===== src/rtl/first_fit_heap_allocator_unit_defines.svh =====
`ifndef FIRST_FIT_HEAP_ALLOCATOR_UNIT_DEFINES_SVH
`define FIRST_FIT_HEAP_ALLOCATOR_UNIT_DEFINES_SVH

// same-cycle implication, sampled on clk, off while rst_n is low
`define FFHA_ASSERT_SAME(lbl, ante, cons, msg) \
  lbl: assert property (@(posedge clk) disable iff (!rst_n) (ante) |-> (cons)) \
    else $error(msg);

// next-cycle implication, sampled on clk, off while rst_n is low
`define FFHA_ASSERT_NEXT(lbl, ante, cons, msg) \
  lbl: assert property (@(posedge clk) disable iff (!rst_n) (ante) |=> (cons)) \
    else $error(msg);

`endif


===== src/rtl/ffha_pkg.sv =====
`default_nettype none

package ffha_pkg;

  localparam int unsigned CFG_AW = 3;

  localparam logic MODE_ALLOC = 1'b0;
  localparam logic MODE_FREE  = 1'b1;

  localparam logic REG_HEAP_BASE  = 1'b0;
  localparam logic REG_HEAP_LIMIT = 1'b1;

  typedef enum logic [2:0] {
    ST_OK      = 3'd0,
    ST_NULL    = 3'd1,
    ST_NOMEM   = 3'd2,
    ST_FULL    = 3'd3,
    ST_UNKNOWN = 3'd4
  } status_t;

  typedef struct packed {
    logic        mode;
    logic [15:0] request_size;
    logic [15:0] free_address;
  } in_t;

  typedef struct packed {
    logic [15:0] data_address;
    status_t     status;
  } out_t;

  typedef struct packed {
    logic [15:0] start;
    logic [15:0] length;
    logic        is_free;
  } entry_t;

endpackage

`default_nettype wire


===== src/rtl/first_fit_heap_allocator_unit.sv =====
// channel | direction | handshake         | payload
// in      | input     | in_valid/in_stall | in_data   (mode, request_size, free_address)
// out     | output    | out_valid/out_stall | out_data (data_address, status)
// cfg     | input     | APB write/read    | heap_base @0x0, heap_limit @0x4
//
// An item runs through these steps, the table holding up to MAX_BLOCKS entries:
// accept, one read per entry on the table memory read port, a decision when no
// entry matches, and the hand-over of the result to the output register.
// Null requests skip the reads. in_stall stays high from accept until the hand-over.
// Reset: synchronous, rst_n low; table contents stay undefined, count and top clear.
// A stalled result waits in the output register while the next transaction is taken.
`default_nettype none

`include "first_fit_heap_allocator_unit_defines.svh"

module first_fit_heap_allocator_unit #(
  parameter int unsigned MAX_BLOCKS   = 64,
  parameter int unsigned HEADER_BYTES = 5
) (
  input  wire logic                          clk,
  input  wire logic                          rst_n,
  input  wire logic                          in_valid,
  output logic                               in_stall,
  input  wire ffha_pkg::in_t                 in_data,
  output logic                               out_valid,
  input  wire logic                          out_stall,
  output ffha_pkg::out_t                     out_data,
  input  wire logic                          cfg_psel,
  input  wire logic                          cfg_penable,
  input  wire logic                          cfg_pwrite,
  input  wire logic [ffha_pkg::CFG_AW-1:0]   cfg_paddr,
  input  wire logic [31:0]                   cfg_pwdata,
  output logic [31:0]                        cfg_prdata,
  output logic                               cfg_pready
);

  localparam int unsigned IDX_W = $clog2(MAX_BLOCKS);

  logic [15:0] heap_base_r;
  logic [15:0] heap_limit_r;
  logic        cfg_wr;
  logic        base_load;

  logic             eng_res_valid;
  ffha_pkg::out_t   eng_res_data;
  logic             res_take;
  logic             out_valid_r;
  ffha_pkg::out_t   out_data_r;

  logic             tbl_rd_en;
  logic [IDX_W-1:0] tbl_rd_addr;
  ffha_pkg::entry_t tbl_rd_data;
  logic             tbl_wr_en;
  logic [IDX_W-1:0] tbl_wr_addr;
  ffha_pkg::entry_t tbl_wr_data;

  assign cfg_pready = 1'b1;
  assign cfg_wr     = cfg_psel && cfg_penable && cfg_pwrite && cfg_pready;
  assign base_load  = cfg_wr && (cfg_paddr[ffha_pkg::CFG_AW-1] == ffha_pkg::REG_HEAP_BASE);

  always_ff @(posedge clk) begin
    if (!rst_n) begin
      heap_base_r  <= 16'h0000;
      heap_limit_r <= 16'hFFFF;
    end else if (cfg_wr) begin
      unique case (cfg_paddr[ffha_pkg::CFG_AW-1])
        ffha_pkg::REG_HEAP_BASE:  heap_base_r  <= cfg_pwdata[15:0];
        ffha_pkg::REG_HEAP_LIMIT: heap_limit_r <= cfg_pwdata[15:0];
        default: ;
      endcase
    end
  end

  always_comb begin
    unique case (cfg_paddr[ffha_pkg::CFG_AW-1])
      ffha_pkg::REG_HEAP_BASE:  cfg_prdata = {16'h0000, heap_base_r};
      ffha_pkg::REG_HEAP_LIMIT: cfg_prdata = {16'h0000, heap_limit_r};
      default:                  cfg_prdata = 32'h0;
    endcase
  end

  ffha_engine #(
    .MAX_BLOCKS   (MAX_BLOCKS),
    .HEADER_BYTES (HEADER_BYTES),
    .IDX_W        (IDX_W)
  ) u_engine (
    .clk         (clk),
    .rst_n       (rst_n),
    .in_valid    (in_valid),
    .in_stall    (in_stall),
    .in_data     (in_data),
    .heap_limit  (heap_limit_r),
    .base_load   (base_load),
    .base_value  (cfg_pwdata[15:0]),
    .res_valid   (eng_res_valid),
    .res_data    (eng_res_data),
    .res_take    (res_take),
    .tbl_rd_en   (tbl_rd_en),
    .tbl_rd_addr (tbl_rd_addr),
    .tbl_rd_data (tbl_rd_data),
    .tbl_wr_en   (tbl_wr_en),
    .tbl_wr_addr (tbl_wr_addr),
    .tbl_wr_data (tbl_wr_data)
  );

  ffha_table_ram #(
    .DEPTH (MAX_BLOCKS),
    .AW    (IDX_W)
  ) u_table (
    .clk     (clk),
    .rd_en   (tbl_rd_en),
    .rd_addr (tbl_rd_addr),
    .rd_data (tbl_rd_data),
    .wr_en   (tbl_wr_en),
    .wr_addr (tbl_wr_addr),
    .wr_data (tbl_wr_data)
  );

  // hold the result until the far side takes it
  assign res_take = !out_valid_r || !out_stall;

  always_ff @(posedge clk) begin
    if (!rst_n) begin
      out_valid_r <= 1'b0;
    end else if (eng_res_valid && res_take) begin
      out_valid_r <= 1'b1;
    end else if (!out_stall) begin
      out_valid_r <= 1'b0;
    end
  end

  always_ff @(posedge clk) begin
    if (eng_res_valid && res_take) begin
      out_data_r <= eng_res_data;
    end
  end

  assign out_valid = out_valid_r;
  assign out_data  = out_data_r;

  `FFHA_ASSERT_NEXT(a_busy_after_accept, in_valid && !in_stall, in_stall, "engine idle after accept")
  `FFHA_ASSERT_SAME(a_no_accept_with_result, in_valid && !in_stall, !eng_res_valid, "accept while result pending")
  `FFHA_ASSERT_NEXT(a_result_loads, eng_res_valid && res_take, out_valid && (out_data == $past(eng_res_data)), "result lost on load")
  `FFHA_ASSERT_SAME(a_addr_only_on_ok, out_valid && (out_data.data_address != 16'h0), out_data.status == ffha_pkg::ST_OK, "address on failed transaction")

endmodule

`default_nettype wire


===== src/rtl/ffha_table_ram.sv =====
`default_nettype none

module ffha_table_ram #(
  parameter int unsigned DEPTH = 64,
  parameter int unsigned AW    = 6
) (
  input  wire logic            clk,
  input  wire logic            rd_en,
  input  wire logic [AW-1:0]   rd_addr,
  output ffha_pkg::entry_t     rd_data,
  input  wire logic            wr_en,
  input  wire logic [AW-1:0]   wr_addr,
  input  wire ffha_pkg::entry_t wr_data
);

  ffha_pkg::entry_t mem [DEPTH];
  ffha_pkg::entry_t rd_data_r;

  always_ff @(posedge clk) begin
    if (wr_en) begin
      mem[wr_addr] <= wr_data;
    end
    if (rd_en) begin
      rd_data_r <= mem[rd_addr];
    end
  end

  assign rd_data = rd_data_r;

endmodule

`default_nettype wire


===== src/rtl/ffha_engine.sv =====
`default_nettype none

module ffha_engine #(
  parameter int unsigned MAX_BLOCKS   = 64,
  parameter int unsigned HEADER_BYTES = 5,
  parameter int unsigned IDX_W        = 6
) (
  input  wire logic              clk,
  input  wire logic              rst_n,
  input  wire logic              in_valid,
  output logic                   in_stall,
  input  wire ffha_pkg::in_t     in_data,
  input  wire logic [15:0]       heap_limit,
  input  wire logic              base_load,
  input  wire logic [15:0]       base_value,
  output logic                   res_valid,
  output ffha_pkg::out_t         res_data,
  input  wire logic              res_take,
  output logic                   tbl_rd_en,
  output logic [IDX_W-1:0]       tbl_rd_addr,
  input  wire ffha_pkg::entry_t  tbl_rd_data,
  output logic                   tbl_wr_en,
  output logic [IDX_W-1:0]       tbl_wr_addr,
  output ffha_pkg::entry_t       tbl_wr_data
);

  localparam int unsigned CNT_W = $clog2(MAX_BLOCKS + 1);
  localparam logic [15:0] HDR16 = 16'(HEADER_BYTES);
  localparam logic [16:0] HDR17 = 17'(HEADER_BYTES);
  localparam logic [17:0] HDR18 = 18'(HEADER_BYTES);
  localparam logic [CNT_W-1:0] CNT_MAX = CNT_W'(MAX_BLOCKS);
  localparam logic [CNT_W-1:0] CNT_ONE = CNT_W'(1);

  typedef enum logic [2:0] {
    S_IDLE = 3'b001,
    S_SCAN = 3'b010,
    S_DONE = 3'b100
  } state_t;

  state_t           state_r, state_nxt;
  logic             mode_r, mode_nxt;
  logic [15:0]      size_r, size_nxt;
  logic [15:0]      addr_r, addr_nxt;
  logic [CNT_W-1:0] rd_idx_r, rd_idx_nxt;
  logic [IDX_W-1:0] cmp_idx_r, cmp_idx_nxt;
  logic             pend_r, pend_nxt;
  logic [CNT_W-1:0] count_r, count_nxt;
  logic [16:0]      top_r, top_nxt;
  ffha_pkg::out_t   res_r, res_nxt;

  logic        hit;
  logic        is_last;
  logic [17:0] new_top;

  always_comb begin
    if (mode_r == ffha_pkg::MODE_ALLOC) begin
      hit = tbl_rd_data.is_free && (tbl_rd_data.length >= size_r);
    end else begin
      hit = (({1'b0, tbl_rd_data.start} + HDR17) == {1'b0, addr_r});
    end
    is_last = ((CNT_W'(cmp_idx_r) + CNT_ONE) == count_r);
    new_top = {1'b0, top_r} + HDR18 + {2'b00, size_r};
  end

  always_comb begin
    state_nxt   = state_r;
    mode_nxt    = mode_r;
    size_nxt    = size_r;
    addr_nxt    = addr_r;
    rd_idx_nxt  = rd_idx_r;
    cmp_idx_nxt = cmp_idx_r;
    pend_nxt    = pend_r;
    count_nxt   = count_r;
    top_nxt     = top_r;
    res_nxt     = res_r;
    tbl_rd_en   = 1'b0;
    tbl_rd_addr = rd_idx_r[IDX_W-1:0];
    tbl_wr_en   = 1'b0;
    tbl_wr_addr = cmp_idx_r;
    tbl_wr_data = tbl_rd_data;
    unique case (state_r)
      S_IDLE: begin
        if (base_load && (count_r == '0)) begin
          top_nxt = {1'b0, base_value};
        end
        if (in_valid) begin
          mode_nxt    = in_data.mode;
          size_nxt    = in_data.request_size;
          addr_nxt    = in_data.free_address;
          tbl_rd_en   = 1'b1;
          tbl_rd_addr = '0;
          rd_idx_nxt  = CNT_ONE;
          cmp_idx_nxt = '0;
          pend_nxt    = (count_r != '0);
          if (((in_data.mode == ffha_pkg::MODE_ALLOC) && (in_data.request_size == 16'h0)) ||
              ((in_data.mode == ffha_pkg::MODE_FREE) && (in_data.free_address == 16'h0))) begin
            res_nxt.data_address = 16'h0;
            res_nxt.status       = ffha_pkg::ST_NULL;
            state_nxt            = S_DONE;
          end else begin
            state_nxt = S_SCAN;
          end
        end
      end
      S_SCAN: begin
        if (pend_r && hit) begin
          pend_nxt       = 1'b0;
          state_nxt      = S_DONE;
          res_nxt.status = ffha_pkg::ST_OK;
          if (mode_r == ffha_pkg::MODE_ALLOC) begin
            tbl_wr_en            = 1'b1;
            tbl_wr_data.is_free  = 1'b0;
            res_nxt.data_address = tbl_rd_data.start + HDR16;
          end else begin
            res_nxt.data_address = 16'h0;
            if (is_last) begin
              top_nxt   = top_r - HDR17 - {1'b0, tbl_rd_data.length};
              count_nxt = count_r - CNT_ONE;
            end else begin
              tbl_wr_en           = 1'b1;
              tbl_wr_data.is_free = 1'b1;
            end
          end
        end else if (rd_idx_r < count_r) begin
          tbl_rd_en   = 1'b1;
          tbl_rd_addr = rd_idx_r[IDX_W-1:0];
          cmp_idx_nxt = rd_idx_r[IDX_W-1:0];
          rd_idx_nxt  = rd_idx_r + CNT_ONE;
          pend_nxt    = 1'b1;
        end else begin
          pend_nxt             = 1'b0;
          state_nxt            = S_DONE;
          res_nxt.data_address = 16'h0;
          if (mode_r == ffha_pkg::MODE_FREE) begin
            res_nxt.status = ffha_pkg::ST_UNKNOWN;
          end else if (count_r >= CNT_MAX) begin
            res_nxt.status = ffha_pkg::ST_FULL;
          end else if (new_top > {2'b00, heap_limit}) begin
            res_nxt.status = ffha_pkg::ST_NOMEM;
          end else begin
            tbl_wr_en            = 1'b1;
            tbl_wr_addr          = count_r[IDX_W-1:0];
            tbl_wr_data.start    = top_r[15:0];
            tbl_wr_data.length   = size_r;
            tbl_wr_data.is_free  = 1'b0;
            res_nxt.data_address = top_r[15:0] + HDR16;
            res_nxt.status       = ffha_pkg::ST_OK;
            top_nxt              = new_top[16:0];
            count_nxt            = count_r + CNT_ONE;
          end
        end
      end
      S_DONE: begin
        if (res_take) begin
          state_nxt = S_IDLE;
        end
      end
      default: begin
        state_nxt = S_IDLE;
      end
    endcase
  end

  always_ff @(posedge clk) begin
    if (!rst_n) begin
      state_r <= S_IDLE;
      pend_r  <= 1'b0;
      count_r <= '0;
      top_r   <= '0;
    end else begin
      state_r <= state_nxt;
      pend_r  <= pend_nxt;
      count_r <= count_nxt;
      top_r   <= top_nxt;
    end
  end

  always_ff @(posedge clk) begin
    mode_r    <= mode_nxt;
    size_r    <= size_nxt;
    addr_r    <= addr_nxt;
    rd_idx_r  <= rd_idx_nxt;
    cmp_idx_r <= cmp_idx_nxt;
    res_r     <= res_nxt;
  end

  assign in_stall  = (state_r != S_IDLE);
  assign res_valid = (state_r == S_DONE);
  assign res_data  = res_r;

endmodule

`default_nettype wire

===== config.mk =====
export PLATFORM = sky130hd
export DESIGN_NAME = first_fit_heap_allocator_unit
export DESIGN_NICKNAME = d
export VERILOG_FILES = /design/src/rtl/ffha_pkg.sv /design/src/rtl/first_fit_heap_allocator_unit.sv /design/src/rtl/ffha_table_ram.sv /design/src/rtl/ffha_engine.sv
export VERILOG_INCLUDE_DIRS = /design/src /design/src/rtl
export SDC_FILE = /design/constraint.sdc
export NUM_CORES = 2
export LEC_CHECK = 0
export ABC_AREA = 1
export BUFFER_PORTS_ARGS = -buffer_cell sky130_fd_sc_hd__buf_2
export CAP_MARGIN = 20
export CORE_ASPECT_RATIO = 0.75
export CORE_MARGIN = 3
export CORE_UTILIZATION = 40
export DETAILED_ROUTE_END_ITERATION = 10
export GPL_TIMING_DRIVEN = 0
export PLACE_DENSITY = 0.58
export REMOVE_ABC_BUFFERS = 1
export SYNTH_ARGS = -nofsm -noshare
export SYNTH_HDL_FRONTEND = slang
export SYNTH_SLANG_ARGS = --single-unit
export TNS_END_PERCENT = 5

===== constraint.sdc =====
create_clock -name clk -period 11 [get_ports clk]
set_input_delay 1.1 -clock clk [delete_from_list [all_inputs] [get_ports clk]]
set_output_delay 1.1 -clock clk [all_outputs]
set_load 0.005 [all_outputs]

==> impl_metrics.ini <==
[run_status]
status = completed

[global_route]
global_route.usage.total_pct = 21.1
grt_pass1_vias = 57600
total_gr_overflow = 0
grt_first_pass_wirelength_mm = 384
antenna_found_initial = 11
pin_count_of_the_biggest_net_entering_global_routing = 163

[hold_path]
hold_path_class = reg2reg
hold_end = out_data[7]$_DFFE_PP_
hold-path-cell-count = 0
timing.hold.worst.start = u_engine.res_data[7]$_SDFFCE_PN0P_

[placed_design]
port_buffers = 93
dp_hpwl_mm = 167
placement.cell_area_um2 = 102000
gp_routability_congestion = 0.918

[critical_path]
worst_setup_path_end_kind = register
worst-setup-path-type = reg2reg
crit_fanout = 162
timing.critical_path.from_type = register
reg2reg_from = u_engine.state_r[1]$_SDFFE_PN0P_
worst_r2r_endpoint = u_table.rd_data[22]$_DFFE_PP_
rr_worst_depth = 26
endpoint_required_time_on_the_critical_path_ns = 11.65
register_to_register_setup_slack_ns = 2.65
critical_path_arrival_ns = 9.00

[die]
initial_utilization_pct = 40.3
placementRows = 154
dieWidth_um = 568
fp.dieArea_um2 = 243000
die_h_um = 428
num_io_pins = 129
core_region_area_um2 = 235000

[synth]
synth_top_area_share_pct = 70.6
post_synth_num_cell_types = 51
synth.most_common_cell = sky130_fd_sc_hd__edfxtp_1
postSynth.topFlopCell = sky130_fd_sc_hd__edfxtp_1
yosysWarningCount = 0
synth.avg_cell_area_um2 = 13.0
yosysSeqAreaShare_pct = 71.9
synth_area_leader_cell = sky130_fd_sc_hd__edfxtp_1
synth_enable_flop_cells = 2229
post_synth_instance_area_um2 = 94800
post_synth_main_area_contributors = sky130_fd_sc_hd__edfxtp_1 71%, sky130_fd_sc_hd__nor2_1 6.1%, sky130_fd_sc_hd__o21ai_0 3.4%, sky130_fd_sc_hd__o32ai_1 2.4%, sky130_fd_sc_hd__o311ai_0 2.2%
netlist_top_cells_count = 2,229 x sky130_fd_sc_hd__edfxtp_1, 1,529 x sky130_fd_sc_hd__nor2_1, 635 x sky130_fd_sc_hd__o21ai_0
number_of_instances_in_the_synthesized_netlist = 7310
async_flop_share_pct = 0
synth.ff_latch_count = 2290

[cts]
clock_path_buffers = 4
cts_sinks = 2290
cts_root_buf = sky130_fd_sc_hd__clkbuf_16
clock_latency_ns = 0.85
post_cts.resized_instances = 0
tritoncts = done
cts_hold_repair.buffers = 0
cts_made_buffers = 212
cts.htree.levels = 4
postCtsSetupRepairBufs = 0
clk_pin_slew_ns = 0.07

[pwr]
power-per-cell-area_nw_per_um2 = 274
leakage_nw = 35.1
worst_ir_drop_on_vdd_uv = 221
fin_total_pwr_w = 0.0298

[timing]
timing.clock.skew_ns = 0.0282
setup_viol = 0
worst-slew-pin-transition_ns = 1.13
final_max_slew_viol_count = 0
finalSetupTns_ns = 0
finalWorstPathRequiredPeriod_ns = 8.35
final_hold_violation_count = 0
rsz0062_at_grt = false
period_share_pct = 75.9
final.hold.worst_slack_ns = 0.418
max_freq_mhz = 120
max_transition_margin_pct = 24.3

[run]
max_cap_violations = 0

[routing]
detail_route.wl_per_cell_um = 24.8
drt_iter0_drc = 7705
detailed_route_wl_mm = 263
drc = 0
detailedRoute.firstPassIterationCount = 6
detail_route.vias_per_cell = 5.74
vias = 60800
antenna_left = 0

[final_layout]
finalCoreUtilization_pct = 46.3
num-fill-cells = 20300
final_layout_size_suffix_gt1_share_pct = 9.81
area_growth_pct = 14.9
final_net_count = 7515
post-route-cell-area_um2 = 109000
registers in the layout, summed over array words and instances (netlist names):
signal	cells
u_engine.mode_r	1
u_engine.res_data	19
u_engine.pend_r	1
u_table.mem	2112
out_data	19
heap_base_r	16
u_engine.size_r	16
u_engine.count_r	7
u_table.rd_data	33
u_engine.rd_idx_r	7
out_valid	1
u_engine.cmp_idx_r	6
u_engine.addr_r	16
u_engine.top_r	17
u_engine.state_r	3
heap_limit_r	16
cell type report:
| cell class | instances | area [um^2] | area share [%] |
|---|---|---|---|
| clock inverters | 95 | 749 | 0.689 |
| repair buffers | 305 | 4850 | 4.46 |
| multi-input cells | 4314 | 24800 | 22.7 |
| inverters | 204 | 781 | 0.717 |
| clock buffers | 273 | 5640 | 5.18 |
| diodes | 3 | 7.51 | 0.00690 |
| well taps | 3120 | 3900 | 3.59 |
| flip-flops and latches | 2290 | 68200 | 62.6 |
through the flow:
stage / setup slack [ns] / std cells
2_1_floorplan: -138.86 / 6808
4_1_cts: 1.99 / 10600
3_5_place_dp: 1.41 / 10200
3_3_place_gp: -389.94 / 10000
6_report: 2.65 / 10600
5_1_grt: 2.32 / 10600
worst max-delay path, cell delays in order, from the launching register on:
cell and delay (ns):
sky130_fd_sc_hd__dfxtp_1 0.31, sky130_fd_sc_hd__inv_1 0.09, sky130_fd_sc_hd__nand3_2 0.13, sky130_fd_sc_hd__inv_2 0.11, sky130_fd_sc_hd__nand2_1 0.13, sky130_fd_sc_hd__inv_2 0.35, sky130_fd_sc_hd__nor2_4 0.24, sky130_fd_sc_hd__buf_12 0.24
sky130_fd_sc_hd__buf_12 0.19, sky130_fd_sc_hd__buf_12 0.18, sky130_fd_sc_hd__buf_12 0.18, sky130_fd_sc_hd__buf_12 0.18, sky130_fd_sc_hd__buf_12 0.18, sky130_fd_sc_hd__buf_16 0.17, sky130_fd_sc_hd__inv_8 0.41, sky130_fd_sc_hd__buf_16 0.36
sky130_fd_sc_hd__buf_16 0.38, sky130_fd_sc_hd__buf_16 0.39, sky130_fd_sc_hd__buf_16 0.38, sky130_fd_sc_hd__buf_16 0.40, sky130_fd_sc_hd__buf_16 0.42, sky130_fd_sc_hd__nor2_1 0.07, sky130_fd_sc_hd__o311ai_0 0.37, sky130_fd_sc_hd__o211ai_1 0.17
sky130_fd_sc_hd__nand3_1 0.25, sky130_fd_sc_hd__nand3_1 0.50, sky130_fd_sc_hd__nand2_1 0.37
layout by cell type, fill, tap and decap left out, types with 17 or more instances in the layout:
cell                        netlist  layout
sky130_fd_sc_hd__nand2_1        388     386
sky130_fd_sc_hd__conb_1           2      17
sky130_fd_sc_hd__nand3_1        299     299
sky130_fd_sc_hd__o32ai_1        264     264
sky130_fd_sc_hd__buf_2           32      93
sky130_fd_sc_hd__nor2_4           3      74
sky130_fd_sc_hd__nand4_1         33      33
sky130_fd_sc_hd__clkbuf_1       420      54
sky130_fd_sc_hd__edfxtp_1      2229    2229
sky130_fd_sc_hd__buf_12           0     177
sky130_fd_sc_hd__o311ai_1        26      26
sky130_fd_sc_hd__clkinv_2         0      26
sky130_fd_sc_hd__dfxtp_1         61      61
sky130_fd_sc_hd__o21ai_0        635     602
sky130_fd_sc_hd__nor2_1        1529    1458
sky130_fd_sc_hd__o21ai_4          0      33
sky130_fd_sc_hd__clkbuf_16        0     215
sky130_fd_sc_hd__o211ai_1       265     265
sky130_fd_sc_hd__buf_16           0      28
sky130_fd_sc_hd__a21oi_1         91      90
sky130_fd_sc_hd__o21bai_1       270     270
sky130_fd_sc_hd__o311ai_0       239     239
sky130_fd_sc_hd__inv_1          195     191
sky130_fd_sc_hd__ha_1           110     110
sky130_fd_sc_hd__clkinv_1         1      45
sky130_fd_sc_hd__xor2_1          31      31
worst max path at each step:
stage                                startpoint                             to  slack [ns]  cells after the start
2_1_floorplan                          in_valid  u_table.rd_data[13]$_DFFE_PP_     -138.86                     11
3_3_place_gp                           in_valid  u_table.rd_data[22]$_DFFE_PP_     -389.94                     11
3_5_place_dp                           in_valid  u_table.rd_data[22]$_DFFE_PP_        1.41                     24
4_1_cts        u_engine.state_r[1]$_SDFFE_PN0P_  u_table.rd_data[22]$_DFFE_PP_        1.99                     26
5_1_grt        u_engine.state_r[1]$_SDFFE_PN0P_  u_table.rd_data[26]$_DFFE_PP_        2.32                     27
6_report       u_engine.state_r[1]$_SDFFE_PN0P_  u_table.rd_data[22]$_DFFE_PP_        2.65                     26
where the power goes:
group          internal [W]  switching (W)
logic               0.00339        0.00802
registers            0.0112       0.000187
clock network       0.00386        0.00315
cell families after synthesis:
| family | synth area share [%] |
|---|---|
| flops | 71.9 |
| fa+ha+maj | 1.52 |
| other cells | 0.00792 |
| buf+inv | 2.99 |
| simple gates | 9.92 |
| xor+xnor | 0.458 |
| compound gates | 13.2 |
routing by layer:
layer | part of all wire [%] | wire, um | vias to the layer above | GRT usage (%)
met5 | 0.0049 | 13 | - | 0
met4 | 2.7 | 7020 | 2 | 5.63
met3 | 9.0 | 23700 | 384 | 4.53
met2 | 44 | 116000 | 2348 | 31.9
met1 | 44 | 116000 | 30500 | 30.8
li1 | - | - | 27500 | -
Power figures use the tool's default switching activity.
